<file path="src/ethernet_ipv4_header_parser_defines.svh">
// ----------------------------------------------------------------------------
// Ethernet IPv4 header parser assertion macros
// Shared concurrent assertion forms used by the parser RTL.
// ----------------------------------------------------------------------------
`ifndef ETHERNET_IPV4_HEADER_PARSER_DEFINES_SVH
`define ETHERNET_IPV4_HEADER_PARSER_DEFINES_SVH

// Checks a consequence in the same cycle as its antecedent.
`define EIHP_ASSERT_SAME(label, ante, cons, msg) \
  label: assert property (@(posedge clk) disable iff (!rst_n) (ante) |-> (cons)) \
    else $error(msg);

// Checks a consequence in the cycle after its antecedent.
`define EIHP_ASSERT_NEXT(label, ante, cons, msg) \
  label: assert property (@(posedge clk) disable iff (!rst_n) (ante) |=> (cons)) \
    else $error(msg);

`endif

</file>
<file path="src/eihp_pkg.sv">
// ----------------------------------------------------------------------------
// Ethernet IPv4 header parser package
// Widths, header constants, status codes and shared structures.
// ----------------------------------------------------------------------------
package eihp_pkg;

  localparam int COUNT_W   = 14;
  localparam int CFG_IDX_W = 4;

  localparam logic [COUNT_W-1:0] MAX_FRAME_LEN = COUNT_W'(16383);
  localparam logic [COUNT_W-1:0] ETH_HDR_LEN   = COUNT_W'(14);
  localparam logic [COUNT_W-1:0] IP_MIN_LEN    = COUNT_W'(20);
  localparam logic [COUNT_W-1:0] TCP_HDR_LEN   = COUNT_W'(20);
  localparam logic [COUNT_W-1:0] UDP_HDR_LEN   = COUNT_W'(8);
  localparam logic [COUNT_W-1:0] ICMP_HDR_LEN  = COUNT_W'(8);

  localparam logic [COUNT_W-1:0] POS_TYPE_HI = COUNT_W'(12);
  localparam logic [COUNT_W-1:0] POS_TYPE_LO = COUNT_W'(13);
  localparam logic [COUNT_W-1:0] POS_IHL     = COUNT_W'(14);
  localparam logic [COUNT_W-1:0] POS_PROTO   = COUNT_W'(23);
  localparam logic [COUNT_W-1:0] POS_SRC_LO  = COUNT_W'(26);
  localparam logic [COUNT_W-1:0] POS_SRC_HI  = COUNT_W'(29);
  localparam logic [COUNT_W-1:0] POS_DST_LO  = COUNT_W'(30);
  localparam logic [COUNT_W-1:0] POS_DST_HI  = COUNT_W'(33);

  localparam logic [15:0] ETHTYPE_IPV4 = 16'h0800;
  localparam logic [7:0]  PROTO_ICMP   = 8'd1;
  localparam logic [7:0]  PROTO_TCP    = 8'd6;
  localparam logic [7:0]  PROTO_UDP    = 8'd17;
  localparam logic [3:0]  IHL_MIN      = 4'd5;

  localparam logic [1:0] ST_OK      = 2'd0;
  localparam logic [1:0] ST_TRUNC   = 2'd1;
  localparam logic [1:0] ST_BAD_IHL = 2'd2;

  localparam logic [CFG_IDX_W-1:0] REG_FILTER_ON   = CFG_IDX_W'(0);
  localparam logic [CFG_IDX_W-1:0] REG_ACCEPT_TCP  = CFG_IDX_W'(1);
  localparam logic [CFG_IDX_W-1:0] REG_ACCEPT_UDP  = CFG_IDX_W'(2);
  localparam logic [CFG_IDX_W-1:0] REG_ACCEPT_ICMP = CFG_IDX_W'(3);

  typedef struct packed {
    logic [COUNT_W-1:0] count;
    logic [15:0]        ether_type;
    logic [3:0]         ihl;
    logic [7:0]         proto;
    logic [31:0]        ip_saddr;
    logic [31:0]        ip_daddr;
    logic [15:0]        l4_sport;
    logic [15:0]        l4_dport;
  } frame_t;

  typedef struct packed {
    logic [1:0]         status;
    logic               is_ipv4;
    logic               pass_filter;
    logic [15:0]        ether_type;
    logic [7:0]         ip_proto;
    logic [31:0]        source_addr;
    logic [31:0]        dest_addr;
    logic [15:0]        source_port;
    logic [15:0]        dest_port;
    logic [COUNT_W-1:0] frame_length;
  } result_t;

endpackage

</file>
<file path="src/eihp_capture.sv">
// ----------------------------------------------------------------------------
// Header field capture
// Counts frame bytes and captures header fields by byte position.
// ----------------------------------------------------------------------------
module eihp_capture import eihp_pkg::*; (
  input  logic       clk,
  input  logic       rst_n,
  input  logic       step,
  input  logic [7:0] frame_byte,
  input  logic       last_byte,
  output frame_t     frame_nxt
);

  frame_t             frame_r;
  logic [COUNT_W-1:0] pos;
  logic [COUNT_W-1:0] tport;

  always_comb begin
    pos       = frame_r.count;
    tport     = ETH_HDR_LEN + COUNT_W'({frame_r.ihl, 2'b00});
    frame_nxt = frame_r;
    if (pos < MAX_FRAME_LEN) begin
      if (pos == POS_TYPE_HI || pos == POS_TYPE_LO) begin
        frame_nxt.ether_type = {frame_r.ether_type[7:0], frame_byte};
      end
      if (pos == POS_IHL) begin
        frame_nxt.ihl = frame_byte[3:0];
      end
      if (pos == POS_PROTO) begin
        frame_nxt.proto = frame_byte;
      end
      if (pos >= POS_SRC_LO && pos <= POS_SRC_HI) begin
        frame_nxt.ip_saddr = {frame_r.ip_saddr[23:0], frame_byte};
      end
      if (pos >= POS_DST_LO && pos <= POS_DST_HI) begin
        frame_nxt.ip_daddr = {frame_r.ip_daddr[23:0], frame_byte};
      end
      if (pos > POS_IHL && frame_r.ihl >= IHL_MIN) begin
        if (pos == tport || pos == tport + COUNT_W'(1)) begin
          frame_nxt.l4_sport = {frame_r.l4_sport[7:0], frame_byte};
        end
        if (pos == tport + COUNT_W'(2) || pos == tport + COUNT_W'(3)) begin
          frame_nxt.l4_dport = {frame_r.l4_dport[7:0], frame_byte};
        end
      end
      frame_nxt.count = pos + COUNT_W'(1);
    end
  end

  always_ff @(posedge clk) begin
    if (!rst_n) begin
      frame_r <= '0;
    end else if (step) begin
      frame_r <= last_byte ? '0 : frame_nxt;
    end
  end

endmodule

</file>
<file path="config.mk">
export PLATFORM = sky130hd
export DESIGN_NAME = eihp_capture
export DESIGN_NICKNAME = d
export VERILOG_FILES = /design/src/ethernet_ipv4_header_parser_defines.svh /design/src/eihp_pkg.sv /design/src/eihp_capture.sv
export SDC_FILE = /design/constraint.sdc
export NUM_CORES = 1
export LEC_CHECK = 0
export BUFFER_PORTS_ARGS = -buffer_cell sky130_fd_sc_hd__buf_2
export CAP_MARGIN = 20
export CORE_MARGIN = 8
export CORE_UTILIZATION = 45
export CTS_BUF_LIST = sky130_fd_sc_hd__clkbuf_4
export DETAILED_ROUTE_END_ITERATION = 6
export MAX_ROUTING_LAYER = met4
export PLACE_DENSITY_LB_ADDON = 0.1
export SLEW_MARGIN = 20
export SYNTH_ARGS = -nofsm -noshare
export SYNTH_HDL_FRONTEND = slang
export SYNTH_SLANG_ARGS = --single-unit
</file>
<file path="constraint.sdc">
create_clock -name clk -period 6.8 [get_ports clk]
set_clock_uncertainty 0.2 [all_clocks]
set_input_delay 1.02 -clock clk [delete_from_list [all_inputs] [get_ports clk]]
set_output_delay 1.02 -clock clk [all_outputs]
set_load 0.03 [all_outputs]
</file>
==> metrics.txt <==
Vias=6,892; Power Density=168 mW/mm2; Critical Path Source Type=flip-flop; Core Util, Final=0.525; Iteration-0 DRC Markers=510; period utilization=0.794; Post-Synth Simple-Gate Area=0.124; Clk Latency, worst-skew pair=0.56 ns; LEAKAGE=3.79 nW; IO Port Bufs=149; internal power=0.00105 W; DP HPWL=15.6 mm; first-pass GRT wire length=36.6 mm; number of global-route vias before repair=6,600; switching share of total power=0.277; clock group share of total power=0.390; sequential share of the synthesized area=0.364; xor and xnor fraction of the mapped netlist area=0.0219; setup violators final=0; CP top delay family=simple AND/OR/NAND/NOR gates; Post-synth EDFFs=0; Die W=146 um; largest stage delay on the critical path=0.88 ns; Global Route Usage Sum=0.218; CTS root buffer=clkbuf_4; total gr overflow=0; Synth Instances=838; initial antenna violation count=1; most used flip-flop cell after synthesis=dfxtp_1; post-synthesis register bit count=138; Initial Utilization=0.459; DRC=0; number of distinct library cells after synthesis=53; FILL cells=1,606; clk buf depth=2; setup TNS=0 ns; Max IR drop VDD=0.130 mV; cts bufs inserted=17; Post-Synth Adder-Cell Area=0.0148; share of cells above drive strength 1=0.343; Fmax=185 MHz; Post-Syn Nets=859; Hold Path Class=reg -> reg; crit path max-delay cell type=or3_2; Async S/R FF share, synth=0; share of total power in sequential cells=0.556; Final Net Count=958; CP Max Fanout=23; Slew @ Worst Pin=0.891 ns; Area Growth Syn to Fin=14.3%; crit-path cells=or4_4 -> or3_4 -> or4b_1 -> or3_2 -> mux2_4 -> buf_2; hold_buf cts=0; Site Rows=47; net switching power=0.000403 W; Synth Area in Compound Gates=0.229; Comb pwr share=0.054; worst slack, placed=1.91 ns; mux cell area share after synthesis=0.187; Die H=146 um; Slew Limit Fails=0; RSZ-0062 raised after global routing=false; Core ar.=0.0165 mm2; drt wl/cell=19.9 um; mapped cell area=0.00759 mm2; synthesized area per cell=9.06 um2; Syn. warnings=0; vias per cell=5.89; number of nets still failing antenna checks after routing=0; Worst Path Class, Setup=reg -> out; slew margin rel.=0.406; Resized Gates After CTS=0; Period minus WS final=5.40 ns; Data required, critical path=5.58 ns; PnR worst setup slack=1.40 ns; CP Buf/Inv Count=1; crit end category=output pin; final wirelength=23.2 mm; main combinational cell family by area after synthesis=compound AO/OA/AOI/OAI gates; Pre-antenna DRT Iters=5; CTS Sinks=138; CTS HTree Levels=4; CTS tree=built; Die Area=0.0213 mm2; Routability Congestion=0.900; # IOs=150; largest net degree at the start of global routing=62; critical path arrival=4.18 ns; final hold vios=0; Clock Pin Slew Worst Setup and Hold Paths=0.13 ns; Design Power=0.00146 W; run status=finished clean; Post-CTS Setup Inserts=0; Max Cap Viol=0
[logic make-up (layout without fill, tap and decap cells)]
family	Yosys count	after routing
other cells	0	1
xor+xnor	19	19
buf+inv	111	223
compound gates	251	251
simple gates	188	188
mux	122	122
fa+ha+maj	9	9
flops	138	138
[synthesized netlist by cell type (6+ instances only)]
cell      count  area share
dfxtp_1     138        0.36
mux2_2      109        0.16
nand2_1      86       0.043
clkbuf_1     70       0.035
a21oi_1      59       0.039
a22o_1       48       0.055
o21ai_0      43       0.028
o22ai_1      33       0.027
inv_1        26       0.013
a32o_1       25       0.033
nand4_1      22       0.018
nor2_1       17      0.0084
o41ai_1      16       0.018
mux2_4       13       0.026
xnor2_1      13       0.015
nand3_1      12      0.0079
and2_1        9      0.0074
and3_1        9      0.0074
ha_1          9       0.015
buf_1         7      0.0035
xor2_1        6      0.0069
[layout make-up]
type	instances	area [um2]	share of cell area
diodes	1	2.50	0.000288
clock buffers	18	135	0.0156
clock inverters	14	159	0.0183
inverters	26	97.6	0.0112
multi-input cells	589	4380	0.505
flip-flops and latches	138	2760	0.318
well taps	220	275	0.0317
repair buffers	165	866	0.0998
[state kept, by name (all words and copies together) (netlist names)]
register / count
frame_r: 124
pos: 14
[placed cells by master, fill, tap and decap left out, types with 6 or more instances in the layout]
master,netlist,final
a21oi_1,59,59
a22o_1,48,48
a32o_1,25,25
and2_1,9,9
and3_1,9,9
buf_2,4,149
buf_4,0,16
clkbuf_4,0,18
dfxtp_1,138,138
ha_1,9,9
inv_1,26,26
mux2_2,109,109
mux2_4,13,13
nand2_1,86,86
nand3_1,12,12
nand4_1,22,22
nor2_1,17,17
o21ai_0,43,43
o22ai_1,33,33
o41ai_1,16,16
xnor2_1,13,13
xor2_1,6,6
[through the flow]
step	cells	hold WS [ns]	instance area, um2
3_5_place_dp	1138	0.257	8380
2_1_floorplan	838	0.243	7590
5_1_grt	1171	0.294	8680
6_report	1171	0.278	8680
3_3_place_gp	1137	0.254	8370
4_1_cts	1170	0.281	8670
[routing by layer]
layer  GRT usage  up-vias  part of all wire
met5           -        -                 0
met2       0.339      254              0.46
met1       0.279     3277              0.46
li1            -     3330                 -
met3      0.0429       31             0.061
met4      0.0729        0             0.018
[path summary, 6_finish.rpt]
path / from / endpoint / slack (ns) / depth (start not counted)
max: pos[8] / frame_nxt[6] / 1.40 / 6
min: frame_r[123] / frame_r[123] / 0.28 / 2
max reg2reg: pos[8] / frame_r[4] / 3.06 / 6
min reg2reg: frame_r[123] / frame_r[123] / 0.28 / 2
[power by group through the flow]
stage               clock, W  combinational, W  sequential (W)
floorplan                  0         0.0000499        0.000828
detailed placement         0         0.0000778        0.000828
global route        0.000612         0.0000848        0.000810
finish              0.000568         0.0000784        0.000810
global placement           0         0.0000781        0.000828
CTS                 0.000577         0.0000780        0.000810
[worst min-delay path: stages, from the launching register on]
cell     delay, ns
dfxtp_1       0.33
nand2_1       0.05
o22ai_1       0.06
Note: power is estimated with default switching activity, not from simulation.
